## src/ddo_pkg.sv

```systemverilog
package ddo_pkg;

	localparam int ANGLE_BITS = 16;
	localparam int ANGLE_UP = 32 - ANGLE_BITS;
	localparam int HEAD_S = 64 - ANGLE_BITS;

	localparam logic signed [33:0] CORDIC_GAIN = 34'sd652032874;
	localparam logic signed [63:0] RAD_TO_TURN = 64'sd683565276;

	localparam logic [2:0] REG_STEP_TIME = 3'd0;
	localparam logic [2:0] REG_WHEEL_RADIUS = 3'd1;
	localparam logic [2:0] REG_INV_WHEEL_RADIUS = 3'd2;
	localparam logic [2:0] REG_HALF_SEPARATION = 3'd3;
	localparam logic [2:0] REG_INV_SEPARATION = 3'd4;
	localparam logic [2:0] REG_INV_STEP_TIME = 3'd5;

	localparam logic [3:0] OP_TR = 4'd0;
	localparam logic [3:0] OP_DL = 4'd1;
	localparam logic [3:0] OP_DD = 4'd2;
	localparam logic [3:0] OP_DA = 4'd3;
	localparam logic [3:0] OP_PX = 4'd4;
	localparam logic [3:0] OP_PY = 4'd5;
	localparam logic [3:0] OP_HLO = 4'd6;
	localparam logic [3:0] OP_HHI = 4'd7;
	localparam logic [3:0] OP_ANGV = 4'd8;
	localparam logic [3:0] OP_LINV = 4'd9;
	localparam logic [3:0] OP_TW = 4'd10;
	localparam logic [3:0] OP_LEFT = 4'd11;
	localparam logic [3:0] OP_RIGHT = 4'd12;

	typedef struct packed {
		logic start;
		logic signed [63:0] a;
		logic signed [33:0] b;
		logic [5:0] n;
	} mul_req_t;

	function automatic logic signed [31:0] atan_turns(input logic [3:0] i);
		logic signed [31:0] r;
		unique case (i)
			4'd0: r = 32'sd536870912;
			4'd1: r = 32'sd316933406;
			4'd2: r = 32'sd167458907;
			4'd3: r = 32'sd85004756;
			4'd4: r = 32'sd42667331;
			4'd5: r = 32'sd21354465;
			4'd6: r = 32'sd10679838;
			4'd7: r = 32'sd5340245;
			4'd8: r = 32'sd2670163;
			4'd9: r = 32'sd1335087;
			4'd10: r = 32'sd667544;
			4'd11: r = 32'sd333772;
			4'd12: r = 32'sd166886;
			4'd13: r = 32'sd83443;
			4'd14: r = 32'sd41722;
			default: r = 32'sd20861;
		endcase
		return r;
	endfunction

	function automatic logic signed [63:0] rnd(input logic signed [63:0] v,
		input int unsigned sh);
		return (v + (64'sd1 <<< (sh - 1))) >>> sh;
	endfunction

	function automatic logic signed [23:0] sat24(input logic signed [63:0] v);
		logic signed [23:0] r;
		if (v > 64'sd8388607) begin
			r = 24'sh7FFFFF;
		end else if (v < -64'sd8388608) begin
			r = 24'sh800000;
		end else begin
			r = v[23:0];
		end
		return r;
	endfunction

	function automatic logic signed [31:0] sat32(input logic signed [63:0] v);
		logic signed [31:0] r;
		if (v > 64'sd2147483647) begin
			r = 32'sh7FFFFFFF;
		end else if (v < -64'sd2147483648) begin
			r = 32'sh80000000;
		end else begin
			r = v[31:0];
		end
		return r;
	endfunction

endpackage

```

## src/ddo_in_if.sv

```systemverilog
interface ddo_in_if;
	logic valid;
	logic ready;
	logic signed [23:0] left_wheel_vel;
	logic signed [23:0] right_wheel_vel;
	logic signed [23:0] cmd_linear_vel;
	logic signed [23:0] cmd_angular_vel;
	modport source(output valid, left_wheel_vel, right_wheel_vel, cmd_linear_vel,
		cmd_angular_vel, input ready);
	modport sink(input valid, left_wheel_vel, right_wheel_vel, cmd_linear_vel,
		cmd_angular_vel, output ready);
endinterface

```

## src/ddo_out_if.sv

```systemverilog
interface ddo_out_if;
	logic valid;
	logic ready;
	logic signed [31:0] pose_x_out;
	logic signed [31:0] pose_y_out;
	logic [15:0] heading_out;
	logic signed [23:0] odom_linear_vel;
	logic signed [23:0] odom_angular_vel;
	logic signed [23:0] left_drive_vel;
	logic signed [23:0] right_drive_vel;
	modport source(output valid, pose_x_out, pose_y_out, heading_out, odom_linear_vel,
		odom_angular_vel, left_drive_vel, right_drive_vel, input ready);
	modport sink(input valid, pose_x_out, pose_y_out, heading_out, odom_linear_vel,
		odom_angular_vel, left_drive_vel, right_drive_vel, output ready);
endinterface

```

## src/ddo_cfg_if.sv

```systemverilog
interface ddo_cfg_if;
	logic valid;
	logic ready;
	logic [2:0] index;
	logic [23:0] data;
	modport source(output valid, index, data, input ready);
	modport sink(input valid, index, data, output ready);
endinterface

```

## src/ddo_mul.sv

```systemverilog
module ddo_mul (
	input logic clk,
	input logic arst_n,
	input ddo_pkg::mul_req_t req,
	output logic signed [63:0] prod,
	output logic done
);

	logic signed [63:0] acc_q;
	logic signed [63:0] a_q;
	logic signed [33:0] b_q;
	logic [5:0] cnt_q;
	logic busy_q;
	logic done_q;

	always_ff @(posedge clk or negedge arst_n) begin
		if (!arst_n) begin
			busy_q <= 1'b0;
			done_q <= 1'b0;
			cnt_q <= '0;
		end else if (req.start) begin
			busy_q <= 1'b1;
			done_q <= 1'b0;
			cnt_q <= req.n;
		end else if (busy_q) begin
			cnt_q <= cnt_q - 6'd1;
			if (cnt_q == 6'd1) begin
				busy_q <= 1'b0;
				done_q <= 1'b1;
			end
		end else begin
			done_q <= 1'b0;
		end
	end

	// The top bit of the multiplier carries negative weight.
	always_ff @(posedge clk) begin
		if (req.start) begin
			acc_q <= '0;
			a_q <= req.a;
			b_q <= req.b;
		end else if (busy_q) begin
			if (b_q[0]) begin
				acc_q <= (cnt_q == 6'd1) ? acc_q - a_q : acc_q + a_q;
			end
			a_q <= a_q <<< 1;
			b_q <= b_q >>> 1;
		end
	end

	assign prod = acc_q;
	assign done = done_q;

endmodule

```

## src/ddo_cordic.sv

```systemverilog
module ddo_cordic (
	input logic clk,
	input logic arst_n,
	input logic start,
	input logic [31:0] ang,
	output logic signed [33:0] cs,
	output logic signed [33:0] sn
);

	logic signed [33:0] x_q;
	logic signed [33:0] y_q;
	logic signed [31:0] z_q;
	logic [3:0] i_q;
	logic busy_q;
	logic flip_q;
	logic flip;
	logic [31:0] ang_r;
	logic signed [33:0] dx;
	logic signed [33:0] dy;
	logic signed [31:0] at;

	always_comb begin
		flip = (ang > 32'h40000000) && (ang < 32'hC0000000);
		ang_r = flip ? ang + 32'h80000000 : ang;
		dx = y_q >>> i_q;
		dy = x_q >>> i_q;
		at = ddo_pkg::atan_turns(i_q);
	end

	always_ff @(posedge clk or negedge arst_n) begin
		if (!arst_n) begin
			busy_q <= 1'b0;
			i_q <= '0;
		end else if (start) begin
			busy_q <= 1'b1;
			i_q <= '0;
		end else if (busy_q) begin
			i_q <= i_q + 4'd1;
			if (i_q == 4'd15) begin
				busy_q <= 1'b0;
			end
		end
	end

	always_ff @(posedge clk) begin
		if (start) begin
			x_q <= ddo_pkg::CORDIC_GAIN;
			y_q <= '0;
			z_q <= $signed(ang_r);
			flip_q <= flip;
		end else if (busy_q) begin
			if (!z_q[31]) begin
				x_q <= x_q - dx;
				y_q <= y_q + dy;
				z_q <= z_q - at;
			end else begin
				x_q <= x_q + dx;
				y_q <= y_q - dy;
				z_q <= z_q + at;
			end
		end
	end

	assign cs = flip_q ? -x_q : x_q;
	assign sn = flip_q ? -y_q : y_q;

endmodule

```

## src/diff_drive_odometry_step_core.sv

```systemverilog
// Differential-drive odometry step.
// inp takes one request per control tick: measured wheel rates and the
// commanded linear and angular velocity. res returns one result per request:
// the updated pose, the odometric velocities and the two wheel commands.
// cfg writes the six geometry and timing registers; it is always ready. The
// user must see that it is written only while no request is in flight; the
// block itself does not enforce this. The bit-serial multiplier runs
// thirteen products one multiplier bit per cycle; the sine/cosine unit
// iterates alongside the first products.
// One request is worked on at a time; inp is ready only when idle.
// A finished result sits in the output register until res takes it. If the
// previous result is still waiting, the next one holds until it is taken.
// Reset clears pose and heading to zero and loads the default registers.
module diff_drive_odometry_step_core (
	input logic clk,
	input logic arst_n,
	ddo_in_if.sink inp,
	ddo_out_if.source res,
	ddo_cfg_if.sink cfg
);

	localparam logic [1:0] ST_IDLE = 2'd0;
	localparam logic [1:0] ST_LOAD = 2'd1;
	localparam logic [1:0] ST_WAIT = 2'd2;
	localparam logic [1:0] ST_DONE = 2'd3;
	localparam int AB = ddo_pkg::ANGLE_BITS;

	logic [1:0] state_q;
	logic [3:0] op_q;
	logic [23:0] st_q;
	logic [15:0] rad_q;
	logic [15:0] irad_q;
	logic [15:0] hsep_q;
	logic [15:0] isep_q;
	logic [15:0] ist_q;
	logic signed [23:0] wl_q;
	logic signed [23:0] wr_q;
	logic signed [23:0] vl_q;
	logic signed [23:0] va_q;
	logic [39:0] tr_q;
	logic signed [31:0] dl_q;
	logic signed [31:0] dd_q;
	logic signed [48:0] da_q;
	logic signed [47:0] lo_q;
	logic signed [24:0] tw_q;
	logic signed [31:0] pose_x_q;
	logic signed [31:0] pose_y_q;
	logic [AB-1:0] heading_q;
	logic signed [23:0] angv_q;
	logic signed [23:0] linv_q;
	logic signed [23:0] left_q;
	logic signed [23:0] right_q;
	logic out_valid_q;

	ddo_pkg::mul_req_t mreq;
	logic signed [63:0] prod;
	logic mdone;
	logic signed [33:0] cs;
	logic signed [33:0] sn;
	logic accept;
	logic [31:0] ang;
	logic signed [32:0] dsum;
	logic signed [32:0] ddiff;
	logic signed [31:0] dr;
	logic signed [25:0] lsum;
	logic signed [25:0] rdiff;
	logic signed [63:0] hlo;
	logic signed [63:0] hacc;
	logic signed [63:0] delta;
	logic [39:0] hx;
	logic out_load;

	assign accept = inp.valid && inp.ready;
	assign inp.ready = (state_q == ST_IDLE);
	assign cfg.ready = 1'b1;
	assign ang = 32'(heading_q) << ddo_pkg::ANGLE_UP;

	ddo_mul u_mul (
		.clk(clk),
		.arst_n(arst_n),
		.req(mreq),
		.prod(prod),
		.done(mdone)
	);

	ddo_cordic u_cordic (
		.clk(clk),
		.arst_n(arst_n),
		.start(accept),
		.ang(ang),
		.cs(cs),
		.sn(sn)
	);

	always_comb begin
		dsum = dl_q + dd_q;
		ddiff = dl_q - dd_q;
		dr = dsum[32:1];
		lsum = vl_q + tw_q;
		rdiff = vl_q - tw_q;
		hlo = (prod + (64'sd1 <<< (ddo_pkg::HEAD_S - 1))) >>> 16;
		hacc = prod + 64'(lo_q);
		delta = hacc >>> (ddo_pkg::HEAD_S - 16);
		hx = 40'(heading_q) << 16;
		out_load = (state_q == ST_DONE) && (!out_valid_q || res.ready);
	end

	always_comb begin
		mreq.start = (state_q == ST_LOAD);
		mreq.a = '0;
		mreq.b = '0;
		mreq.n = 6'd17;
		unique case (op_q)
			ddo_pkg::OP_TR: begin
				mreq.a = 64'(st_q);
				mreq.b = 34'(rad_q);
			end
			ddo_pkg::OP_DL: begin
				mreq.a = 64'(tr_q);
				mreq.b = 34'(wl_q);
				mreq.n = 6'd24;
			end
			ddo_pkg::OP_DD: begin
				mreq.a = 64'(tr_q);
				mreq.b = 34'(wr_q);
				mreq.n = 6'd24;
			end
			ddo_pkg::OP_DA: begin
				mreq.a = 64'(ddiff);
				mreq.b = 34'(isep_q);
			end
			ddo_pkg::OP_PX: begin
				mreq.a = 64'(dr);
				mreq.b = cs;
				mreq.n = 6'd34;
			end
			ddo_pkg::OP_PY: begin
				mreq.a = 64'(dr);
				mreq.b = sn;
				mreq.n = 6'd34;
			end
			ddo_pkg::OP_HLO: begin
				mreq.a = ddo_pkg::RAD_TO_TURN;
				mreq.b = 34'(da_q[15:0]);
			end
			ddo_pkg::OP_HHI: begin
				mreq.a = ddo_pkg::RAD_TO_TURN;
				mreq.b = 34'($signed(da_q[48:16]));
				mreq.n = 6'd34;
			end
			ddo_pkg::OP_ANGV: begin
				mreq.a = 64'(da_q);
				mreq.b = 34'(ist_q);
			end
			ddo_pkg::OP_LINV: begin
				mreq.a = 64'(dr);
				mreq.b = 34'(ist_q);
			end
			ddo_pkg::OP_TW: begin
				mreq.a = 64'(va_q);
				mreq.b = 34'(hsep_q);
			end
			ddo_pkg::OP_LEFT: begin
				mreq.a = 64'(lsum);
				mreq.b = 34'(irad_q);
			end
			ddo_pkg::OP_RIGHT: begin
				mreq.a = 64'(rdiff);
				mreq.b = 34'(irad_q);
			end
			default: begin
				mreq.a = '0;
			end
		endcase
	end

	always_ff @(posedge clk or negedge arst_n) begin
		if (!arst_n) begin
			state_q <= ST_IDLE;
			op_q <= ddo_pkg::OP_TR;
			out_valid_q <= 1'b0;
			st_q <= 24'd16777;
			rad_q <= 16'd4915;
			irad_q <= 16'd3413;
			hsep_q <= 16'd11141;
			isep_q <= 16'd753;
			ist_q <= 16'd1000;
			pose_x_q <= '0;
			pose_y_q <= '0;
			heading_q <= '0;
		end else begin
			if (cfg.valid && cfg.ready) begin
				unique case (cfg.index)
					ddo_pkg::REG_STEP_TIME: st_q <= cfg.data;
					ddo_pkg::REG_WHEEL_RADIUS: rad_q <= cfg.data[15:0];
					ddo_pkg::REG_INV_WHEEL_RADIUS: irad_q <= cfg.data[15:0];
					ddo_pkg::REG_HALF_SEPARATION: hsep_q <= cfg.data[15:0];
					ddo_pkg::REG_INV_SEPARATION: isep_q <= cfg.data[15:0];
					ddo_pkg::REG_INV_STEP_TIME: ist_q <= cfg.data[15:0];
					default: begin
					end
				endcase
			end
			if (out_valid_q && res.ready && !out_load) begin
				out_valid_q <= 1'b0;
			end
			unique case (state_q)
				ST_IDLE: begin
					if (accept) begin
						op_q <= ddo_pkg::OP_TR;
						state_q <= ST_LOAD;
					end
				end
				ST_LOAD: begin
					state_q <= ST_WAIT;
				end
				ST_WAIT: begin
					if (mdone) begin
						if (op_q == ddo_pkg::OP_PX) begin
							pose_x_q <= ddo_pkg::sat32(64'(pose_x_q) + ddo_pkg::rnd(prod, 38));
						end
						if (op_q == ddo_pkg::OP_PY) begin
							pose_y_q <= ddo_pkg::sat32(64'(pose_y_q) + ddo_pkg::rnd(prod, 38));
						end
						if (op_q == ddo_pkg::OP_HHI) begin
							heading_q <= heading_q + delta[AB-1:0];
						end
						if (op_q == ddo_pkg::OP_RIGHT) begin
							state_q <= ST_DONE;
						end else begin
							op_q <= op_q + 4'd1;
							state_q <= ST_LOAD;
						end
					end
				end
				ST_DONE: begin
					if (out_load) begin
						out_valid_q <= 1'b1;
						state_q <= ST_IDLE;
					end
				end
				default: state_q <= ST_IDLE;
			endcase
		end
	end

	always_ff @(posedge clk) begin
		if (accept) begin
			wl_q <= inp.left_wheel_vel;
			wr_q <= inp.right_wheel_vel;
			vl_q <= inp.cmd_linear_vel;
			va_q <= inp.cmd_angular_vel;
		end
		if (state_q == ST_WAIT && mdone) begin
			unique case (op_q)
				ddo_pkg::OP_TR: tr_q <= prod[39:0];
				ddo_pkg::OP_DL: dl_q <= 32'(ddo_pkg::rnd(prod, 32));
				ddo_pkg::OP_DD: dd_q <= 32'(ddo_pkg::rnd(prod, 32));
				ddo_pkg::OP_DA: da_q <= prod[48:0];
				ddo_pkg::OP_HLO: lo_q <= 48'(hlo);
				ddo_pkg::OP_ANGV: begin
					if (ist_q == 16'd0) begin
						angv_q <= '0;
					end else if (64'(da_q) >= 64'sd70368744177664) begin
						angv_q <= 24'sh7FFFFF;
					end else if (64'(da_q) <= -64'sd70368744177664) begin
						angv_q <= 24'sh800000;
					end else begin
						angv_q <= ddo_pkg::sat24(ddo_pkg::rnd(prod, 16));
					end
				end
				ddo_pkg::OP_LINV: linv_q <= ddo_pkg::sat24(ddo_pkg::rnd(prod, 8));
				ddo_pkg::OP_TW: tw_q <= 25'(ddo_pkg::rnd(prod, 16));
				ddo_pkg::OP_LEFT: left_q <= ddo_pkg::sat24(ddo_pkg::rnd(prod, 8));
				ddo_pkg::OP_RIGHT: right_q <= ddo_pkg::sat24(ddo_pkg::rnd(prod, 8));
				default: begin
				end
			endcase
		end
		if (out_load) begin
			res.pose_x_out <= pose_x_q;
			res.pose_y_out <= pose_y_q;
			res.heading_out <= hx[AB +: 16];
			res.odom_linear_vel <= linv_q;
			res.odom_angular_vel <= angv_q;
			res.left_drive_vel <= left_q;
			res.right_drive_vel <= right_q;
		end
	end

	assign res.valid = out_valid_q;

endmodule
```

## src/flat_wrapper.sv

```systemverilog
// flat-port wrapper written by rule: the top's interface ports become plain ports
module diff_drive_odometry_step_core_flat 
  (clk, arst_n, inp_valid, inp_left_wheel_vel, inp_right_wheel_vel, inp_cmd_linear_vel, inp_cmd_angular_vel, inp_ready, res_valid, res_pose_x_out, res_pose_y_out, res_heading_out, res_odom_linear_vel, res_odom_angular_vel, res_left_drive_vel, res_right_drive_vel, res_ready, cfg_valid, cfg_index, cfg_data, cfg_ready);
  ddo_in_if inp_i ();
  ddo_out_if res_i ();
  ddo_cfg_if cfg_i ();
  input logic clk;
  input logic arst_n;
  input wire logic [$bits(inp_i.valid)-1:0] inp_valid;
  input wire logic [$bits(inp_i.left_wheel_vel)-1:0] inp_left_wheel_vel;
  input wire logic [$bits(inp_i.right_wheel_vel)-1:0] inp_right_wheel_vel;
  input wire logic [$bits(inp_i.cmd_linear_vel)-1:0] inp_cmd_linear_vel;
  input wire logic [$bits(inp_i.cmd_angular_vel)-1:0] inp_cmd_angular_vel;
  output wire logic [$bits(inp_i.ready)-1:0] inp_ready;
  output wire logic [$bits(res_i.valid)-1:0] res_valid;
  output wire logic [$bits(res_i.pose_x_out)-1:0] res_pose_x_out;
  output wire logic [$bits(res_i.pose_y_out)-1:0] res_pose_y_out;
  output wire logic [$bits(res_i.heading_out)-1:0] res_heading_out;
  output wire logic [$bits(res_i.odom_linear_vel)-1:0] res_odom_linear_vel;
  output wire logic [$bits(res_i.odom_angular_vel)-1:0] res_odom_angular_vel;
  output wire logic [$bits(res_i.left_drive_vel)-1:0] res_left_drive_vel;
  output wire logic [$bits(res_i.right_drive_vel)-1:0] res_right_drive_vel;
  input wire logic [$bits(res_i.ready)-1:0] res_ready;
  input wire logic [$bits(cfg_i.valid)-1:0] cfg_valid;
  input wire logic [$bits(cfg_i.index)-1:0] cfg_index;
  input wire logic [$bits(cfg_i.data)-1:0] cfg_data;
  output wire logic [$bits(cfg_i.ready)-1:0] cfg_ready;
  assign inp_i.valid = inp_valid;
  assign inp_i.left_wheel_vel = inp_left_wheel_vel;
  assign inp_i.right_wheel_vel = inp_right_wheel_vel;
  assign inp_i.cmd_linear_vel = inp_cmd_linear_vel;
  assign inp_i.cmd_angular_vel = inp_cmd_angular_vel;
  assign inp_ready = inp_i.ready;
  assign res_valid = res_i.valid;
  assign res_pose_x_out = res_i.pose_x_out;
  assign res_pose_y_out = res_i.pose_y_out;
  assign res_heading_out = res_i.heading_out;
  assign res_odom_linear_vel = res_i.odom_linear_vel;
  assign res_odom_angular_vel = res_i.odom_angular_vel;
  assign res_left_drive_vel = res_i.left_drive_vel;
  assign res_right_drive_vel = res_i.right_drive_vel;
  assign res_i.ready = res_ready;
  assign cfg_i.valid = cfg_valid;
  assign cfg_i.index = cfg_index;
  assign cfg_i.data = cfg_data;
  assign cfg_ready = cfg_i.ready;
  diff_drive_odometry_step_core u_core (.clk(clk), .arst_n(arst_n), .inp(inp_i), .res(res_i), .cfg(cfg_i));
endmodule
```

## config.mk

```make
export PLATFORM = sky130hd
export DESIGN_NAME = diff_drive_odometry_step_core_flat
export DESIGN_NICKNAME = d
export VERILOG_FILES = /design/src/ddo_pkg.sv /design/src/ddo_in_if.sv /design/src/ddo_out_if.sv /design/src/ddo_cfg_if.sv /design/src/ddo_mul.sv /design/src/ddo_cordic.sv /design/src/diff_drive_odometry_step_core.sv /design/src/flat_wrapper.sv
export SDC_FILE = /design/constraint.sdc
export NUM_CORES = 2
export LEC_CHECK = 0
export BUFFER_PORTS_ARGS = -buffer_cell sky130_fd_sc_hd__buf_2
export CELL_PAD_IN_SITES_DETAIL_PLACEMENT = 1
export CELL_PAD_IN_SITES_GLOBAL_PLACEMENT = 2
export CORE_ASPECT_RATIO = 1.5
export CORE_MARGIN = 5
export CORE_UTILIZATION = 41
export DETAILED_ROUTE_END_ITERATION = 8
export GPL_TIMING_DRIVEN = 0
export HOLD_SLACK_MARGIN = 0.15
export MAX_ROUTING_LAYER = met4
export PLACE_DENSITY_LB_ADDON = 0.1
export SLEW_MARGIN = 20
export SYNTH_ARGS = -nofsm -noshare
export SYNTH_HDL_FRONTEND = slang
export SYNTH_SLANG_ARGS = --single-unit
```

## constraint.sdc

```tcl
create_clock -name clk -period 9.7 [get_ports clk]
set_input_delay 0 -clock clk [delete_from_list [all_inputs] [get_ports clk]]
set_output_delay 0 -clock clk [all_outputs]
set_load 0.01 [all_outputs]
```

=== Word-level counts from Yosys, hierarchy flattened ===
Memories as Yosys holds them, arrays and structs flattened.
Cells that the tools add are included.

* Register bits after elaboration: 1,061
* Logic and storage cells: 212
* Memories kept: 1
* Output and inout bits: 179
* Bits in read-only memories: 480

* Equality and inequality tests: 27
* $add $sub $neg: 27
* Shift-type cells: 2
* Multiplexer cells: 51
* Reductions and logical operators: 45
* Order comparisons: 12

{| class="wikitable"
|+ Memories
! name !! depth !! width !! read ports !! clocked after memory_dff !! wr ports !! line !! RTL
|-
| (name not given) || 16 || 30 || 1 || 0 || 0 || ddo_pkg.sv:40 || <nowiki>unique case (i)</nowiki>
|}

{| class="wikitable"
|+ Operator list
! cell !! number
|-
| $pmux W64 S9 || 1
|-
| $pmux W34 S11 || 1
|-
| $mux W32 || 8
|-
| $mux W64 || 3
|-
| $mux W34 || 5
|-
| $gt A64 B32 Y1 const B || 2
|-
| $lt A64 B32 Y1 const B || 2
|-
| $mux W24 || 5
|-
| $add A34 B34 Y34 || 2
|-
| $neg A34 Y34 || 2
|-
| $sshr A34 B4 Y34 || 2
|-
| $sub A34 B34 Y34 || 2
|-
| $add A32 B26 Y33 || 2
|-
| $add A64 B17 Y64 const B || 1
|-
| $add A64 B33 Y64 const B || 1
|-
| $add A64 B39 Y64 const B || 1
|-
| $add A64 B49 Y64 const B || 1
|-
| $add A64 B64 Y64 || 1
|-
| $add A64 B9 Y64 const B || 1
|-
| $sub A64 B64 Y64 || 1
|-
| $gt A56 B24 Y1 const B || 1
|-
| $lt A56 B24 Y1 const B || 1
|-
| $ge A49 B48 Y1 const B || 1
|-
| $le A49 B47 Y1 const B || 1
|-
| 50 further kinds || 116
|}

=== Depth between registers and ports, before layout ===
* Depth after elaboration: 8
* Depth in mapped cells: 28

=== By module ===
Synthesis repeated with hierarchy kept, for this count alone.

* Cell total of the unflattened synthesis: 7,157
* Area, all modules: 71,384.7 um^2

{| class="wikitable"
|+ Modules (own cells, without submodules)
! module !! instances !! sequential area each (um^2) !! area each (um^2) !! cells an instance
|-
| diff_drive_odometry_step_core || 1 || 22,664.2 || 42,851.1 || 3,799
|-
| ddo_cordic || 1 || 2,477.4 || 16,766.1 || 2,076
|-
| ddo_mul || 1 || 4,424.2 || 11,767.5 || 1,282
|}

=== Worst setup path before layout ===
Ideal clock, no wire load.

* Path kind: reg-to-reg
* Start: register u_core.state_q[0]
* End: register u_core.res.heading_out[0] (enable)
* Arrival time: 7.986 ns
* Clock period less this slack: 8.701 ns
* Buffers on the path: 1
* Setup time: 0.716 ns
* Stages on the path, launching flop included: 4
* Data required time: 8.984 ns
* Path slack: 0.999 ns
* Path through: dfrtp_1 > clkbuf_1 > nand2_1 > nor2_1

* Cells in the longest elaborated chain, start to end: 2

{| class="wikitable"
|+ Ends and longest elaborated chain
! what !! line !! RTL
|-
| from (decl) || diff_drive_odometry_step_core.sv:28 || <nowiki>logic [1:0] state_q;</nowiki>
|-
| from (signal assigned) || diff_drive_odometry_step_core.sv:179 || <nowiki>state_q <= ST_IDLE;</nowiki>
|-
| from (signal assigned) || diff_drive_odometry_step_core.sv:211 || <nowiki>state_q <= ST_LOAD;</nowiki>
|-
| from (signal assigned) || diff_drive_odometry_step_core.sv:215 || <nowiki>state_q <= ST_WAIT;</nowiki>
|-
| $eq A2 B2 Y1 || diff_drive_odometry_step_core.sv:105 || <nowiki>out_load = (state_q == ST_DONE) && (!out_valid_q || res.ready);</nowiki>
|-
| $logic_and A1 B1 Y1 || diff_drive_odometry_step_core.sv:105 ||
|-
| named net u_core.out_load || diff_drive_odometry_step_core.sv:71 || <nowiki>logic out_load;</nowiki>
|-
| to (signal assigned) || diff_drive_odometry_step_core.sv:283 || <nowiki>res.heading_out <= hx[AB +: 16];</nowiki>
|-
| to (decl) || ddo_out_if.sv:11 || <nowiki>modport source(output valid, pose_x_out, pose_y_out, heading_out, odom_linear_vel,</nowiki>
|}

The timed path passes the listed nets, and every way through them passes these cells.
A chain may end at the register's enable or synchronous reset.

=== Worst setup path in the final report ===
* Start: register u_core.u_cordic.i_q[3]
* End: register u_core.u_cordic.x_q[33]

* Cells in the longest elaborated chain, start to end: 3

{| class="wikitable"
|+ Ends and longest elaborated chain
! what !! line !! RTL
|-
| from (decl) || ddo_cordic.sv:13 || <nowiki>logic [3:0] i_q;</nowiki>
|-
| from (signal assigned) || ddo_cordic.sv:38 || <nowiki>i_q <= i_q + 4'd1;</nowiki>
|-
| $sshr A34 B4 Y34 * || ddo_cordic.sv:25 || <nowiki>dx = y_q >>> i_q;</nowiki>
|-
| $sub A34 B34 Y34 / $add A34 B34 Y34 (equally long branches) || ddo_cordic.sv:53, ddo_cordic.sv:57 ||
|-
| $mux W34 * || ddo_cordic.sv:52 || <nowiki>if (!z_q[31]) begin</nowiki>
|-
| to (signal assigned) || ddo_cordic.sv:47 || <nowiki>x_q <= ddo_pkg::CORDIC_GAIN;</nowiki>
|-
| to (signal assigned) || ddo_cordic.sv:53 || <nowiki>x_q <= x_q - dx;</nowiki>
|-
| to (signal assigned) || ddo_cordic.sv:57 || <nowiki>x_q <= x_q + dx;</nowiki>
|-
| to (decl) || ddo_cordic.sv:10 || <nowiki>logic signed [33:0] x_q;</nowiki>
|}

Mark *: on every way between the ends. The rest lies on a longest branch, timed or not.

==> flow_metrics.env <==
export IMPL_setup_violations_final=0
export IMPL_die_x_um=347
export IMPL_ys_seq_area_frac=0.422
export IMPL_fp_dieH_um=516
export IMPL_worstReg2RegEnd="u_core.u_cordic.x_q[33]$_SDFFE_PP0P_"
export IMPL_place_congestion=1.04
export IMPL_vias_per_cell=6.22
export IMPL_path_delay_family="buffers and inverters"
export IMPL_r2r_start="u_core.u_cordic.i_q[3]$_DFFE_PN0P_"
export IMPL_async_flop_share=0.192
export IMPL_syn_nets=7674
export IMPL_numClockSinks=1061
export IMPL_grt_max_degree=74
export IMPL_slew_headroom=0.139
export IMPL_postCtsSetupRepairBufs=0
export IMPL_power_leakage_nw=32.4
export IMPL_final_nets=8368
export IMPL_route_met2_wl_um=174000
export IMPL_worstHoldPathCells=3
export IMPL_core_area_um2=170000
export IMPL_tightest_slew_ns=1.29
export IMPL_rsz0062_at_grt="false"
export IMPL_highest_layer="met4"
export IMPL_grt_pass1_vias=67300
export IMPL_wl_met3_um=20100
export IMPL_drive_above_1_share=0.120
export IMPL_drtIter0Drc=4867
export IMPL_slew_violations=0
export IMPL_maxCapViolCount=0
export IMPL_wirelength_um=350000
export IMPL_synth_flop_cell="edfxtp_1"
export IMPL_start_util=0.412
export IMPL_syn_inst=7111
export IMPL_fillers=18900
export IMPL_fin_ws_ns=0.257
export IMPL_fin_crit_ns=9.44
export IMPL_status="complete, no violations"
export IMPL_worstSetupPathType="register to register"
export IMPL_grt_overflow_total=0
export IMPL_ant_nets=0
export IMPL_post_place_ws_ns=-0.0617
export IMPL_clk_insertion_delay_late_ns=0.84
export IMPL_first_pass_iters=7
export IMPL_crit_path_frequent_cell="clkdlybuf4s15_1"
export IMPL_critPathSlowestCell="clkdlybuf4s15_1"
export IMPL_path_clk_slew_ns=0.07
export IMPL_cp_arrival_ns=10.15
export IMPL_ios=307
export IMPL_antenna_found_initial=24
export IMPL_dp_hpwl_um=277000
export IMPL_crit_fanout=19
export IMPL_via_count=63300
export IMPL_cts_tree="done"
export IMPL_cp_end_kind="register"
export IMPL_power_mw=35.7
export IMPL_clock_skew_ns=0.0869
export IMPL_drt_wirelength_per_cell_um=34.4
export IMPL_min_from="cfg_data[15]"
export IMPL_reg2reg_depth=25
export IMPL_power_density_nw_per_um2=436
export IMPL_synthToLayoutAreaGrowth_pct=16.8
export IMPL_cts_buffer_depth=3
export IMPL_htree_levels=3
export IMPL_ir_drop_mv=0.196
export IMPL_hp_class="input port to register"
export IMPL_grt_pass1_wl_um=490000
export IMPL_synth_top_cell_area_share=0.311
export IMPL_slowest_delay_ns=1.00
export IMPL_yosysWarningCount=0
export IMPL_fp_row_count=185
export IMPL_final_hold_viol_count=0
export IMPL_yosys_cell_types_count=103
export IMPL_cp_data_required_time_ns=10.41
export IMPL_met1_length_um=117000
export IMPL_whs_endpoint="u_core.irad_q[15]$_DFFE_PN0P_"
export IMPL_fin_crit_sh=0.974
export IMPL_worst_path_buf_inv=7
export IMPL_syn_area_per_cell_um2=9.84
export IMPL_syn_cell_area_um2=70000
export IMPL_cts_root_buf="clkbuf_16"
export IMPL_die_area_um2=179000
export IMPL_synth_area_leaders="edfxtp_1 (31%), ha_1 (7.6%), dfrtp_1 (5.9%)"
export IMPL_synth_edf_count=725
export IMPL_startpoint_type="register"
export IMPL_rrSetupSlack_ns=0.26
export IMPL_port_buffer_count=303
export IMPL_fmax_mhz=106
export IMPL_track_usage=0.390
export IMPL_yosys_register_bits=1061
export IMPL_synth_top_cell_by_area="edfxtp_1"
export IMPL_cts_buffers=111
export IMPL_drcViolationCount=0
==> logic make-up after synthesis <==
group / Yosys count / share of synthesized area
buffers and inverters: 641 / 0.0375
adders and majority gates: 449 / 0.0810
and+or+nand+nor: 2090 / 0.139
other: 1 / 0.0000536
AOI/OAI and AO/OA: 1946 / 0.182
muxes: 287 / 0.0585
DFF: 1061 / 0.422
xor gates and xnor gates: 636 / 0.0796
==> worst max-delay path by stage <==
stage                                                   from                              endpoint  slack (ns)  cells past startpoint
final                     u_core.u_cordic.i_q[3]$_DFFE_PN0P_  u_core.u_cordic.x_q[33]$_SDFFE_PP0P_        0.26                     25
after global routing      u_core.u_cordic.i_q[3]$_DFFE_PN0P_  u_core.u_cordic.x_q[33]$_SDFFE_PP0P_        0.14                     25
after CTS                 u_core.u_cordic.i_q[1]$_DFFE_PN0P_     u_core.u_cordic.z_q[29]$_DFFE_PP_        0.47                     24
after detailed placement  u_core.u_cordic.i_q[3]$_DFFE_PN0P_  u_core.u_cordic.y_q[33]$_SDFFE_PP0P_       -0.06                     27
after global placement         u_core.state_q[0]$_DFFE_PN0P_    u_core.res.pose_y_out[6]$_DFFE_PP_       -3.08                      3
after floorplan                u_core.state_q[0]$_DFFE_PN0P_   u_core.res.heading_out[0]$_DFFE_PP_         1.0                      3
==> cell usage after synthesis (38+ instances only) <==
cell type and n:
clkbuf_1 308, a211oi_1 64, a221oi_1 63, o21bai_1 62
dfrtp_1 166, mux4_2 72, buf_1 43, and2_1 51
nand3_1 146, xor2_1 267, inv_1 231, xnor2_1 369
o21a_1 77, and3_1 78, o211ai_1 39, o22ai_1 39
edfxtp_1 725, nand2b_1 70, nor2_1 582, a21o_1 166
nor3_1 155, o31ai_1 56, mux2_2 126, nand2_1 684
a22oi_1 44, dfxtp_1 132, nand4_1 62, o21ai_0 381
ha_1 424, a21oi_1 532, dfstp_2 38, nor2b_1 62
a222oi_1 40, a31oi_1 109, nor4_1 56, mux2i_1 79
==> area by class of cell <==
type / count / area, µm² / area share
Inverter: 236 / 886 / 0.0108
Antenna cell: 23 / 57.6 / 0.000704
Tap cell: 2244 / 2810 / 0.0344
Multi-Input combinational cell: 5409 / 38000 / 0.465
Sequential cell: 1061 / 29600 / 0.362
Clock inverter: 67 / 888 / 0.0109
Clock buffer: 145 / 3050 / 0.0373
Buffer: 404 / 1800 / 0.0220
Timing Repair Buffer: 582 / 4660 / 0.0571
==> sequential cells by signal, summed over array words and instances, names as in the netlist, 34 cells and up <==
name,count
u_core.u_mul.a_q,64
u_core.u_mul.prod,64
u_core.u_mul.b_q,34
u_core.u_cordic.y_q,34
u_core.tr_q,40
u_core.u_cordic.x_q,34
u_core.lo_q,48
u_core.da_q,49
==> tightest hold or removal path: stages <==
cell and delay [ns]:
dlygate4sd3_1 0.57, buf_2 0.24, mux2_2 0.18
==> power by group <==
part           total, mW  internal, mW  switching (mW)
registers           8.03          6.46            1.57
logic               22.9          8.43            14.5
clock network       4.71          2.56            2.15
==> placed cells by master, fill, tap and decap left out, drive strengths merged, types with 81 or more instances in the layout <==
cell type / netlist / final
and3: 81 / 81
mux2: 126 / 126
mux4: 82 / 82
dfxtp: 132 / 132
o21ai: 386 / 386
a21oi: 533 / 533
edfxtp: 725 / 725
dfrtp: 166 / 166
dlygate4sd3: 0 / 249
nand2: 684 / 684
buf: 96 / 425
nor2: 582 / 582
xor2: 267 / 267
nand3: 146 / 146
nor3: 157 / 157
clkbuf: 309 / 453
ha: 424 / 424
xnor2: 369 / 369
a21o: 166 / 166
a31oi: 109 / 109
inv: 235 / 245
==> per-stage QoR <==
step | setup TNS [ns] | instance area [µm²] | cells | hold WS, ns | util
2_1_floorplan | 0 | 70000 | 7111 | -0.296 | -
3_3_place_gp | -528.63 | 74300 | 9658 | 0.176 | 0.438
3_5_place_dp | -0.113 | 75200 | 9687 | 0.0151 | 0.443
4_1_cts | 0 | 81700 | 10100 | 0.153 | 0.481
5_1_grt | 0 | 81700 | 10200 | 0.173 | 0.482
6_report | 0 | 81700 | 10200 | 0.187 | 0.482
==> routing by layer <==
metal  global-route usage  up-vias
li1                     -    27700
met3               0.0657     1105
met2                0.673     2561
met4                0.340        0
met5                    -        -
met1                0.378    31900
==> timing repair <==
| action | 4_1_cts | 5_1_grt |
|---|---|---|
| setup endpoints to repair | 2 | 0 |
| hold buffers | 250 | 0 |
| gates resized for setup | 5 | 0 |
| hold endpoints to repair | 371 | 0 |
Note: power is estimated with default switching activity, not from simulation.
